--- config.mk ---
export PLATFORM = sky130hd
export DESIGN_NAME = serial_loaded_bank_mapper
export DESIGN_NICKNAME = d
export VERILOG_FILES = /design/src/design/sbm_pkg.sv /design/src/design/sbm_ctrl.sv /design/src/design/sbm_dpath.sv /design/src/design/serial_loaded_bank_mapper.sv
export SDC_FILE = /design/constraint.sdc
export NUM_CORES = 1
export LEC_CHECK = 0
export BUFFER_PORTS_ARGS = -buffer_cell sky130_fd_sc_hd__clkbuf_2
export CAP_MARGIN = 5
export CORE_ASPECT_RATIO = 1.25
export CORE_MARGIN = 2
export CORE_UTILIZATION = 45
export CTS_CLUSTER_SIZE = 40
export DETAILED_ROUTE_END_ITERATION = 10
export PLACE_DENSITY = 0.68
export SLEW_MARGIN = 20
export SYNTH_ARGS = -nofsm -noshare
export SYNTH_HDL_FRONTEND = slang
export SYNTH_SLANG_ARGS = --single-unit
--- constraint.sdc ---
create_clock -name clk -period 2.8 [get_ports clk]
set_input_delay 0.14 -clock clk [delete_from_list [all_inputs] [get_ports clk]]
set_output_delay 0.14 -clock clk [all_outputs]
set_load 0.02 [all_outputs]
--- src/design/sbm_pkg.sv ---
package sbm_pkg;

	localparam int unsigned REG_W      = 5;
	localparam int unsigned CFG_IDX_W  = 3;
	localparam int unsigned CFG_DATA_W = 6;
	localparam int unsigned DIV_STEPS  = 4;
	localparam int unsigned DIV_CNT_W  = 2;

	// configuration register indexes
	localparam logic [CFG_IDX_W-1:0] CFG_BOARD_VARIANT   = 3'd0;
	localparam logic [CFG_IDX_W-1:0] CFG_REVISION_1A     = 3'd1;
	localparam logic [CFG_IDX_W-1:0] CFG_PRG_SIZE_UNITS  = 3'd2;
	localparam logic [CFG_IDX_W-1:0] CFG_FIXED_32K_BOARD = 3'd3;
	localparam logic [CFG_IDX_W-1:0] CFG_PRG_RAM_OVER_8K = 3'd4;

	// board variants
	localparam logic [2:0] VAR_STANDARD  = 3'd0;
	localparam logic [2:0] VAR_EXT_RAM   = 3'd1;
	localparam logic [2:0] VAR_RAM_EN    = 3'd2;
	localparam logic [2:0] VAR_RAM_BIT3  = 3'd3;
	localparam logic [2:0] VAR_OUTER_PRG = 3'd4;
	localparam logic [2:0] VAR_RAM_BIT4  = 3'd5;

	// serial load targets, by address bits 14:13
	localparam logic [1:0] TGT_CONTROL = 2'd0;
	localparam logic [1:0] TGT_CHR_A   = 2'd1;
	localparam logic [1:0] TGT_CHR_B   = 2'd2;
	localparam logic [1:0] TGT_PRG     = 2'd3;

	// PRG modes from control bits 3:2
	localparam logic [1:0] PRG_FIX_FIRST = 2'b10;
	localparam logic [1:0] PRG_FIX_LAST  = 2'b11;

	localparam logic [REG_W-1:0] CONTROL_RESET = 5'h0C;
	localparam logic [REG_W-1:0] PRG_MODE_BITS = 5'h0C;
	localparam logic [5:0]       SIZE_RESET    = 6'd16;
	localparam logic [5:0]       SIZE_SMALL    = 6'd2;
	localparam logic [5:0]       SIZE_OUTER    = 6'd16;
	localparam logic [2:0]       LAST_BIT_CNT  = 3'd4;

	typedef struct packed {
		logic accept;
		logic step;
		logic out_load;
	} sbm_cmd_t;

	typedef struct packed {
		logic div_last;
	} sbm_status_t;

endpackage

--- src/design/sbm_ctrl.sv ---
module sbm_ctrl
	import sbm_pkg::*;
(
	input  logic        clk,
	input  logic        arst_n,
	input  logic        in_valid,
	output logic        in_ready,
	output logic        out_valid,
	input  logic        out_ready,
	input  sbm_status_t status,
	output sbm_cmd_t    cmd
);

	typedef enum logic [2:0] {
		ST_IDLE   = 3'b001,
		ST_CALC   = 3'b010,
		ST_FINISH = 3'b100
	} state_t;

	state_t state_q, state_d;
	logic   out_valid_q;
	logic   out_free;

	assign out_free  = !out_valid_q || out_ready;
	assign in_ready  = (state_q == ST_IDLE);
	assign out_valid = out_valid_q;

	always_comb begin
		state_d      = state_q;
		cmd.accept   = 1'b0;
		cmd.step     = 1'b0;
		cmd.out_load = 1'b0;
		case (state_q)
			ST_IDLE: begin
				if (in_valid) begin
					cmd.accept = 1'b1;
					state_d    = ST_CALC;
				end
			end
			ST_CALC: begin
				cmd.step = 1'b1;
				if (status.div_last) begin
					state_d = ST_FINISH;
				end
			end
			ST_FINISH: begin
				// hold until the output register is free
				if (out_free) begin
					cmd.out_load = 1'b1;
					state_d      = ST_IDLE;
				end
			end
			default: begin
				state_d = ST_IDLE;
			end
		endcase
	end

	always_ff @(posedge clk or negedge arst_n) begin
		if (!arst_n) begin
			state_q     <= ST_IDLE;
			out_valid_q <= 1'b0;
		end else begin
			state_q <= state_d;
			if (cmd.out_load) begin
				out_valid_q <= 1'b1;
			end else if (out_ready) begin
				out_valid_q <= 1'b0;
			end
		end
	end

endmodule

--- src/design/sbm_dpath.sv ---
module sbm_dpath
	import sbm_pkg::*;
(
	input  logic                  clk,
	input  logic                  arst_n,
	input  sbm_cmd_t              cmd,
	output sbm_status_t           status,
	input  logic                  cfg_we,
	input  logic [CFG_IDX_W-1:0]  cfg_index,
	input  logic [CFG_DATA_W-1:0] cfg_data,
	input  logic                  kind,
	input  logic [7:0]            write_data,
	input  logic [1:0]            address_high,
	input  logic                  back_to_back,
	input  logic                  upper_pattern_table,
	output logic [4:0]            prg_bank_low_window,
	output logic [4:0]            prg_bank_high_window,
	output logic [4:0]            chr_bank_lower,
	output logic [4:0]            chr_bank_upper,
	output logic [1:0]            mirroring,
	output logic                  ram_enabled,
	output logic [1:0]            ram_bank
);

	logic [2:0] variant_cfg_q;
	logic       rev1a_q;
	logic [5:0] size_q;
	logic       fixed32_q;
	logic       over8k_q;

	logic [REG_W-1:0] ctrl_q, chr_a_q, chr_b_q, prg_q, shift_q;
	logic [2:0]       cnt_q;
	logic             phase_q;

	logic [REG_W-1:0] ctrl_d, chr_a_d, chr_b_d, prg_d, shift_d;
	logic [2:0]       cnt_d;
	logic             phase_d;
	logic [REG_W-1:0] shift_new;

	// restoring divider for the PRG bank modulo
	logic [3:0]           num_q;
	logic [5:0]           rem_q;
	logic [DIV_CNT_W-1:0] step_q;
	logic [6:0]           trial;

	logic [4:0] plo_q, phi_q, clo_q, chi_q;
	logic [1:0] mir_q, rbank_q;
	logic       ren_q;

	logic [2:0] variant;
	logic [4:0] act;
	logic [1:0] mode;
	logic [4:0] base, obank, bank, first, last, mask, cb;
	logic [5:0] size_m1;
	logic [4:0] plo, phi, clo, chi;
	logic       ren;
	logic [1:0] rbank;

	always_ff @(posedge clk or negedge arst_n) begin
		if (!arst_n) begin
			variant_cfg_q <= VAR_STANDARD;
			rev1a_q       <= 1'b0;
			size_q        <= SIZE_RESET;
			fixed32_q     <= 1'b0;
			over8k_q      <= 1'b0;
		end else if (cfg_we) begin
			case (cfg_index)
				CFG_BOARD_VARIANT:   variant_cfg_q <= cfg_data[2:0];
				CFG_REVISION_1A:     rev1a_q       <= cfg_data[0];
				CFG_PRG_SIZE_UNITS:  size_q        <= cfg_data;
				CFG_FIXED_32K_BOARD: fixed32_q     <= cfg_data[0];
				CFG_PRG_RAM_OVER_8K: over8k_q      <= cfg_data[0];
				default: ;
			endcase
		end
	end

	assign shift_new = {write_data[0], shift_q[REG_W-1:1]};

	always_comb begin
		ctrl_d  = ctrl_q;
		chr_a_d = chr_a_q;
		chr_b_d = chr_b_q;
		prg_d   = prg_q;
		shift_d = shift_q;
		cnt_d   = cnt_q;
		phase_d = phase_q;
		if (kind) begin
			phase_d = upper_pattern_table;
		end else if (write_data[7]) begin
			shift_d = '0;
			cnt_d   = '0;
			ctrl_d  = ctrl_q | PRG_MODE_BITS;
		end else if (!back_to_back) begin
			shift_d = shift_new;
			cnt_d   = cnt_q + 3'd1;
			if (cnt_q >= LAST_BIT_CNT) begin
				case (address_high)
					TGT_CONTROL: ctrl_d  = shift_new;
					TGT_CHR_A:   chr_a_d = shift_new;
					TGT_CHR_B:   chr_b_d = shift_new;
					TGT_PRG:     prg_d   = shift_new;
					default:     prg_d   = shift_new;
				endcase
				shift_d = '0;
				cnt_d   = '0;
			end
		end
	end

	always_ff @(posedge clk or negedge arst_n) begin
		if (!arst_n) begin
			ctrl_q  <= CONTROL_RESET;
			chr_a_q <= '0;
			chr_b_q <= '0;
			prg_q   <= '0;
			shift_q <= '0;
			cnt_q   <= '0;
			phase_q <= 1'b0;
			step_q  <= '0;
		end else if (cmd.accept) begin
			ctrl_q  <= ctrl_d;
			chr_a_q <= chr_a_d;
			chr_b_q <= chr_b_d;
			prg_q   <= prg_d;
			shift_q <= shift_d;
			cnt_q   <= cnt_d;
			phase_q <= phase_d;
			step_q  <= '0;
		end else if (cmd.step) begin
			step_q <= step_q + 1'b1;
		end
	end

	assign trial           = {rem_q, num_q[3]};
	assign status.div_last = (step_q == DIV_CNT_W'(DIV_STEPS - 1));

	always_ff @(posedge clk) begin
		if (cmd.accept) begin
			num_q <= prg_d[3:0];
			rem_q <= '0;
		end else if (cmd.step) begin
			num_q <= {num_q[2:0], 1'b0};
			if (trial >= {1'b0, size_q}) begin
				rem_q <= 6'(trial - {1'b0, size_q});
			end else begin
				rem_q <= trial[5:0];
			end
		end
	end

	always_comb begin
		variant = (variant_cfg_q > VAR_RAM_BIT4) ? VAR_STANDARD : variant_cfg_q;
		act     = (ctrl_q[4] && phase_q) ? chr_b_q : chr_a_q;
		mode    = ctrl_q[3:2];

		base    = {(size_q > SIZE_OUTER) && act[4], 4'b0000};
		obank   = base | {1'b0, prg_q[3:0]};
		bank    = rem_q[4:0];
		size_m1 = size_q - 6'd1;
		first   = '0;
		last    = size_m1[4:0];
		if (rev1a_q && prg_q[4]) begin
			first = {1'b0, prg_q[3], 3'b000};
			last  = first | 5'h07;
		end

		if (size_q <= SIZE_SMALL || fixed32_q) begin
			plo = 5'd0;
			phi = 5'd1;
		end else if (variant == VAR_EXT_RAM || variant == VAR_OUTER_PRG) begin
			case (mode)
				PRG_FIX_FIRST: begin
					plo = base;
					phi = obank;
				end
				PRG_FIX_LAST: begin
					plo = obank;
					phi = base | 5'h0F;
				end
				default: begin
					plo = obank & 5'h1E;
					phi = obank | 5'h01;
				end
			endcase
		end else begin
			case (mode)
				PRG_FIX_FIRST: begin
					plo = first;
					phi = bank;
				end
				PRG_FIX_LAST: begin
					plo = bank;
					phi = last;
				end
				default: begin
					plo = bank & 5'h1E;
					phi = bank | 5'h01;
				end
			endcase
		end

		if (variant == VAR_STANDARD) begin
			mask = 5'h1F;
		end else if (variant == VAR_RAM_BIT4) begin
			mask = 5'h0F;
		end else begin
			mask = 5'h01;
		end
		cb = chr_a_q & mask & 5'h1E;
		if (ctrl_q[4]) begin
			clo = chr_a_q & mask;
			chi = chr_b_q & mask;
		end else begin
			clo = cb;
			chi = cb | 5'h01;
		end

		ren = rev1a_q ? 1'b1 : !prg_q[4];
		if (variant == VAR_RAM_EN && act[4]) begin
			ren = 1'b0;
		end

		case (variant)
			VAR_EXT_RAM:  rbank = over8k_q ? act[3:2] : 2'd0;
			VAR_RAM_BIT3: rbank = {1'b0, act[3]};
			VAR_RAM_BIT4: rbank = {1'b0, act[4]};
			default:      rbank = 2'd0;
		endcase
	end

	always_ff @(posedge clk) begin
		if (cmd.out_load) begin
			plo_q   <= plo;
			phi_q   <= phi;
			clo_q   <= clo;
			chi_q   <= chi;
			mir_q   <= ctrl_q[1:0];
			ren_q   <= ren;
			rbank_q <= rbank;
		end
	end

	assign prg_bank_low_window  = plo_q;
	assign prg_bank_high_window = phi_q;
	assign chr_bank_lower       = clo_q;
	assign chr_bank_upper       = chi_q;
	assign mirroring            = mir_q;
	assign ram_enabled          = ren_q;
	assign ram_bank             = rbank_q;

endmodule

--- src/design/serial_loaded_bank_mapper.sv ---
// Serial-loaded bank mapper. Each input item is a CPU write (kind 0) that feeds the
// five-bit serial port, or a pattern-table phase update (kind 1); every item yields one
// result with the current PRG, CHR, mirroring and PRG-RAM mapping. The mapper registers
// update at the input transfer; the result then goes through four steps of a restoring
// divider that reduces the PRG bank modulo the ROM size and a final step that loads the
// output register. A new item is taken only once the block returns to idle after the
// load, so none is taken while one is still being computed; the output register lets
// the next item start while a result still waits, and the block holds in its final step
// if that result is not taken. Configuration is written through cfg_we/cfg_index/cfg_data;
// the user must do so only while no item is in flight; the block does not enforce it.
module serial_loaded_bank_mapper
	import sbm_pkg::*;
(
	input  logic                  clk,
	input  logic                  arst_n,
	input  logic                  cfg_we,
	input  logic [CFG_IDX_W-1:0]  cfg_index,
	input  logic [CFG_DATA_W-1:0] cfg_data,
	input  logic                  in_valid,
	output logic                  in_ready,
	input  logic                  kind,
	input  logic [7:0]            write_data,
	input  logic [1:0]            address_high,
	input  logic                  back_to_back,
	input  logic                  upper_pattern_table,
	output logic                  out_valid,
	input  logic                  out_ready,
	output logic [4:0]            prg_bank_low_window,
	output logic [4:0]            prg_bank_high_window,
	output logic [4:0]            chr_bank_lower,
	output logic [4:0]            chr_bank_upper,
	output logic [1:0]            mirroring,
	output logic                  ram_enabled,
	output logic [1:0]            ram_bank
);

	sbm_cmd_t    cmd;
	sbm_status_t status;

	sbm_ctrl u_ctrl (
		.clk       (clk),
		.arst_n    (arst_n),
		.in_valid  (in_valid),
		.in_ready  (in_ready),
		.out_valid (out_valid),
		.out_ready (out_ready),
		.status    (status),
		.cmd       (cmd)
	);

	sbm_dpath u_dpath (
		.clk                  (clk),
		.arst_n               (arst_n),
		.cmd                  (cmd),
		.status               (status),
		.cfg_we               (cfg_we),
		.cfg_index            (cfg_index),
		.cfg_data             (cfg_data),
		.kind                 (kind),
		.write_data           (write_data),
		.address_high         (address_high),
		.back_to_back         (back_to_back),
		.upper_pattern_table  (upper_pattern_table),
		.prg_bank_low_window  (prg_bank_low_window),
		.prg_bank_high_window (prg_bank_high_window),
		.chr_bank_lower       (chr_bank_lower),
		.chr_bank_upper       (chr_bank_upper),
		.mirroring            (mirroring),
		.ram_enabled          (ram_enabled),
		.ram_bank             (ram_bank)
	);

endmodule

==> results of run 1 <==
placed cells by master, fill, tap and decap left out, drive strengths merged, types with 7 or more instances in the layout:
| cell type | count |
|---|---|
| ha | 11 |
| dfrtp | 42 |
| a21oi | 13 |
| mux2i | 18 |
| nand2 | 37 |
| mux2 | 28 |
| nor2 | 29 |
| nand3 | 12 |
| nor3 | 7 |
| o21ai | 22 |
| edfxtp | 29 |
| clkbuf | 58 |
| inv | 14 |
worst register-to-register path, stage by stage (launching register included):
cell	delay, ns
dfstp_2	0.54
inv_1	0.08
ha_1	0.33
nand4_1	0.11
o211ai_1	0.52
mux2_2	0.40
o22ai_1	0.11
synth_stat cells (all sizes together), types with 2 or more instances:
library cell,number
dfxtp,6
nand2,37
xnor2,5
mux2,28
nand2b,6
o21ai,22
nand3b,2
edfxtp,29
xor2,2
o21a,5
nor2,29
dfrtp,42
and2,4
nor3,7
nor3b,5
clkbuf,5
a22oi,2
a211o,2
nor2b,6
mux2i,18
or2,2
dfstp,4
nor4b,2
ha,11
inv,14
o22a,2
a21oi,13
nand3,12
a221oi,3
nand4,2
nor4bb,2
buf,6
final cells by class:
type	instances	area, um^2	area share (%)
Sequential cell	81	2147	47.08
Multi-Input combinational cell	242	1715	37.61
Timing Repair Buffer	54	297.8	6.530
Tap cell	120	150.1	3.292
Clock buffer	11	141.4	3.100
Clock inverter	5	56.30	1.235
Inverter	14	52.55	1.152
worst max path at each step:
stage	to	depth (start not counted)
global placement	u_dpath.rem_q[0]	6
finish	u_dpath.rem_q[0]	6
CTS	u_dpath.rem_q[0]	6
floorplan	u_dpath.chr_bank_lower[0]	2
detailed placement	u_dpath.rem_q[0]	6
global route	u_dpath.rem_q[1]	6
cells by family after synthesis:
family          Yosys count  synth area share [%]
flops                    81                 54.20
fa+ha+maj                12                 3.980
buf+inv                  25                 2.559
mux                      46                 12.79
compound gates           56                 8.718
xor+xnor                  7                 1.548
simple gates            121                 16.20
report_power, final:
group	total [uW]	internal (uW)	switching, uW
clock	830	435	395
combinational	1190	526	661
sequential	1660	1450	214
total	3680	2410	1270
sequential cells by signal, summed over array words and instances (netlist names), 2 cells and up:
signal / count
u_dpath.variant_cfg_q: 3
u_dpath.chr_bank_upper: 5
u_dpath.chr_b_q: 5
u_dpath.rem_q: 6
u_dpath.chr_a_q: 5
u_dpath.chr_bank_lower: 5
u_dpath.size_q: 6
u_dpath.ctrl_q: 5
u_dpath.mirroring: 2
u_dpath.prg_bank_low_window: 5
u_ctrl.state_q: 3
u_dpath.ram_bank: 2
u_dpath.prg_q: 5
u_dpath.shift_q: 4
u_dpath.num_q: 4
u_dpath.cnt_q: 3
u_dpath.prg_bank_high_window: 5
u_dpath.step_q: 2
routing by layer:
metal  GRT usage (%)  share of wire, %
met3           3.407               2.3
met5               0                 0
met2           28.95                51
met1           20.47                45
met4           7.253               1.7
stage by stage:
| step | area, um^2 | power (uW) |
|---|---|---|
| 3_5_place_dp | 4323 | 2873 |
| 4_1_cts | 4561 | 3713 |
| 3_3_place_gp | 4323 | 2817 |
| 6_report | 4561 | 3678 |
| 5_1_grt | 4561 | 3938 |
| 2_1_floorplan | 3961 | 2548 |
repair_timing:
item                                    in CTS  in global routing
hold buffers                                 4                  0
hold endpoints to repair                    34                  0
endpoints found under the setup margin       0                  0
==> qor.yml, run 1 <==
placed_design:
  hpwl_mm: 5.697
  numPortBuffers: 47
  place_inst: 507
  dp_slack_ns: 0.6465
  place.gp.congestion: 0.8532
clock_tree:
  clk_pin_slew_ns: 0.08
  cts_buffer_depth: 2
  cts-resized-gates: 0
  htreeDepth: 3
  post_cts_buffers: 0
  clock_latency_ns: 0.35
  cts.sinks: 81
  numCtsBuffers: 9
  cts_root_buffer: "clkbuf_8"
  cts_tree: "built"
sta:
  fin_crit_ns: 2.159
  slew_headroom_pct: 43.37
  worstMarginPinSlew_ns: 0.8494
  timing.fmax_ghz: 0.4631
  whs_ns: 0.01761
  layout_setup_ws_ns: 0.6409
  rsz0062_at_grt: "no"
  post-route-period-util_pct: 77.11
  drv_slew: 0
  fin_tns_setup_ns: 0
  finClkSkew_ns: 0.008791
  hold_viol: 0
  finalSetupViolCount: 0
hold_path:
  min_to: "u_dpath.phase_q"
  min_from: "upper_pattern_table"
  hold_depth: 2
  hold_path.class: "primary input to flop"
setup_path:
  worstPathRequired_ns: 3.07
  startpoint: "u_dpath.size_q[4]"
  crit_chain: "inv_1 > ha_1 > nand4_1 > o211ai_1 > mux2_2 > o22ai_1"
  r2r_start: "u_dpath.size_q[4]"
  path_class: "flop to flop"
  rr_endpoint: "u_dpath.rem_q[0]"
  critPathBufInv: 1
  cpPeakStageDelay_ns: 0.54
  endpoint_kind: "flop"
  crit_arrival_ns: 2.43
  worstRegToRegCells: 6
  r2r_slack_ns: 0.64
  cpMaxStageDelayCell: "dfstp_2"
  crit_family: "compound AO/OA/AOI/OAI gates"
  path_max_fanout: 5
  critical_path.startpoint_type: "flop"
layout:
  diodes: 0
  area_growth_pct: 15.13
  utilization_pct: 53.00
  final_layout_size_suffix_gt1_share_pct: 22.11
  final_nets: 441
  fillers: 752
  instances_no_fill: 527
global_route:
  grt_pass1_vias: 2574
  grt.total_usage_pct: 16.89
  overflow: 0
  grt_pass1_wl_mm: 12.21
  grt_max_degree: 35
  antenna_found_initial: 0
synth:
  synth_top_cells_by_area: "dfrtp_1, edfxtp_1, mux2i_1, mux2_1, ha_1"
  synth_edf_count: 29
  synth_cell_type_count: 53
  syn_nets: 387
  syn_area_mm2: 0.003961
  async_flop_share_pct: 56.79
  ys_seq_area_share_pct: 54.20
  yosysTopAreaCellShare_pct: 26.53
  synth_cells: 348
  synth_ff_type: "dfrtp_1"
  yosysWarningCount: 0
  synth_seq_cells: 81
  synth.avg_cell_area_um2: 11.38
  yosysTopAreaCell: "dfrtp_1"
route:
  vias: 2708
  routed_wirelength_mm: 7.492
  dr.first_iter.drc_count: 140
  detail-route-antenna-nets: 0
  wire_per_inst_um: 14.22
  drt_first_pass_iters: 4
  viasPerCell: 5.139
  drc_errors: 0
floorplanning:
  die_h_um: 108.9
  ios: 54
  die_w_um: 87.92
  fp.coreArea_mm2: 0.008606
  row_count: 38
  dieArea_mm2: 0.009574
  initial_core_util_pct: 46.03
power_and_ir_drop:
  power_leakage_uw: 0.001954
  p_per_area_mw_per_mm2: 806.5
  peakVddDrop_mv: 0.3192
run_status:
  status: "finished clean"
job:
  cap_violations: 0
No activity file was read; power rests on OpenSTA's default activity.
==> run 2: changes to the inputs <==
==> constraint.sdc (replaced) <==
create_clock -name clk -period 2.15 [get_ports clk]
set_input_delay 0.1075 -clock clk [delete_from_list [all_inputs] [get_ports clk]]
set_output_delay 0.1075 -clock clk [all_outputs]
set_load 0.02 [all_outputs]
==> run 2 against run 1 <==
Against the previous run:
- fmax up 6.4%
- combinational power up 44%
- power up 39%
- final cell count up 1.9%
- sequential power up 30%
- non-clock buffer count up 10
- largest cell class unchanged
- largest power group unchanged
==> qor.yml, run 2 (synthesis gave the netlist of run 1 again) <==
run_status:
  status: "finished clean"
setup_path:
  cp.depth: 9
  path_max_fanout: 4
  worstPathRequired_ns: 2.38
  startpoint: "u_dpath.size_q[4]"
  crit_chain: "inv_1 > ha_4 > or2_2 > nand3_1 > o211ai_1 > buf_4 > buf_4 > mux2i_1 > o21ai_0"
  crit_family: "flip-flops"
  critical_path.startpoint_type: "flop"
  cpMaxStageDelayCell: "dfstp_2"
  r2r_start: "u_dpath.size_q[4]"
  crit_top_cell: "buf_4"
  critPathBufInv: 3
  worstRegToRegCells: 9
  cpPeakStageDelay_ns: 0.55
  r2r_slack_ns: 0.12
  endpoint_kind: "flop"
  path_class: "flop to flop"
  crit_arrival_ns: 2.27
  rr_endpoint: "u_dpath.rem_q[4]"
layout:
  instances_no_fill: 537
  top_regs: "u_dpath.rem_q: 6 flops, u_dpath.size_q: 6 flops"
  layout_common_cells: "clkbuf_2, dfrtp_1, nand2_1"
  final_layout_size_suffix_gt1_share_pct: 23.74
  area_growth_pct: 18.13
  diodes: 0
  final_common_cell: "clkbuf_2"
  final_nets: 451
power_and_ir_drop:
  combinationalPowerShare_pct: 33.4
  power_leakage_uw: 0.002015
  p_total_uw: 5112
  p_int_uw: 3411
  p_sw_uw: 1701
  p_clk_share_pct: 24.3
  peakVddDrop_mv: 0.4991
  p_per_area_mw_per_mm2: 1092
  seqPwrFrac_pct: 42.3
  p_sw_share_pct: 33.27
clock_tree:
  cts_root_buffer: "clkbuf_8"
  cts_buffer_depth: 2
  numCtsBuffers: 9
  cts_tree: "built"
  cts.sinks: 81
  clock_latency_ns: 0.35
  htreeDepth: 3
  clk_pin_slew_ns: 0.08
floorplanning:
  die_h_um: 108.9
  die_w_um: 87.92
  ios: 54
  initial_core_util_pct: 46.03
  dieArea_mm2: 0.009574
  fp.coreArea_mm2: 0.008606
  row_count: 38
global_route:
  grt.total_usage_pct: 17.66
  overflow: 0
  antenna_found_initial: 0
  grt_pass1_vias: 2654
  grt_pass1_wl_mm: 12.77
  grt_max_degree: 47
sta:
  whs_ns: 0.02784
  fin_crit_ns: 2.030
  finClkSkew_ns: 0.008242
  timing.fmax_ghz: 0.4926
  finalSetupViolCount: 0
  fin_tns_setup_ns: 0
  layout_setup_ws_ns: 0.1198
  worstMarginPinSlew_ns: 0.7043
  hold_viol: 0
  post-route-period-util_pct: 94.43
  drv_slew: 0
  slew_headroom_pct: 52.38
route:
  dr.first_iter.drc_count: 137
  drc_errors: 0
  detail-route-antenna-nets: 0
  routed_wirelength_mm: 7.682
  drt_first_pass_iters: 4
  wire_per_inst_um: 14.31
  viasPerCell: 5.201
  vias: 2793
job:
  cap_violations: 0
placed_design:
  numPortBuffers: 47
  hpwl_mm: 5.709
  dp_slack_ns: 0.05939
  place.gp.congestion: 0.8560
  place_inst: 513
hold_path:
  hold_depth: 3
  min_from: "cfg_data[2]"
  min_to: "u_dpath.size_q[2]"
  hold_path.class: "primary input to flop"
-- run 2: timing repair --
action / in CTS / in global routing
endpoints found under the hold margin: 47 / 0
buffers inserted: 0 / 2
hold buffers: 6 / 0
resized for setup: 0 / 1
endpoints found under the setup margin: 0 / 4
-- run 2: worst max-delay path by stage --
stage / to
CTS: u_dpath.rem_q[3]
finish: u_dpath.rem_q[4]
global placement: u_dpath.rem_q[4]
detailed placement: u_dpath.rem_q[3]
global route: u_dpath.rem_q[4]
floorplan: u_dpath.chr_bank_lower[0]
-- run 2: area by class of cell --
| class | instances | area (um^2) |
|---|---|---|
| Inverter | 14 | 52.55 |
| Timing Repair Buffer | 64 | 377.9 |
| Sequential cell | 81 | 2147 |
| Clock buffer | 13 | 158.9 |
| Tap cell | 120 | 150.1 |
| Clock inverter | 3 | 65.06 |
| Multi-Input combinational cell | 242 | 1728 |
| Fill cell | 760 | 3926 |
-- run 2: worst min-delay path: stages --
cell and delay [ns]:
clkbuf_2 0.11, nand2_1 0.05, o21ai_0 0.07
-- run 2: metal layers --
metal	GRT usage [%]	part of all wire (%)	wire, um
met3	2.952	2.6	201
met2	30.09	52	3975
met4	8.571	1.5	116
met1	21.55	44	3388
met5	0	0	0
-- run 2: power by group through the flow --
stage	clock, uW	sequential, uW	combinational, uW
floorplan	0	2070	1240
global placement	0	2180	1540
detailed placement	0	2190	1600
CTS	1260	2160	1610
global route	1330	2210	1910
finish	1240	2160	1710
-- run 2: through the flow --
step / util [%] / cell area (um^2)
3_5_place_dp: 50.76 / 4368
6_report: 54.38 / 4679
5_1_grt: 54.38 / 4679
3_3_place_gp: 50.76 / 4368
4_1_cts: 54.06 / 4652
2_1_floorplan: - / 3961
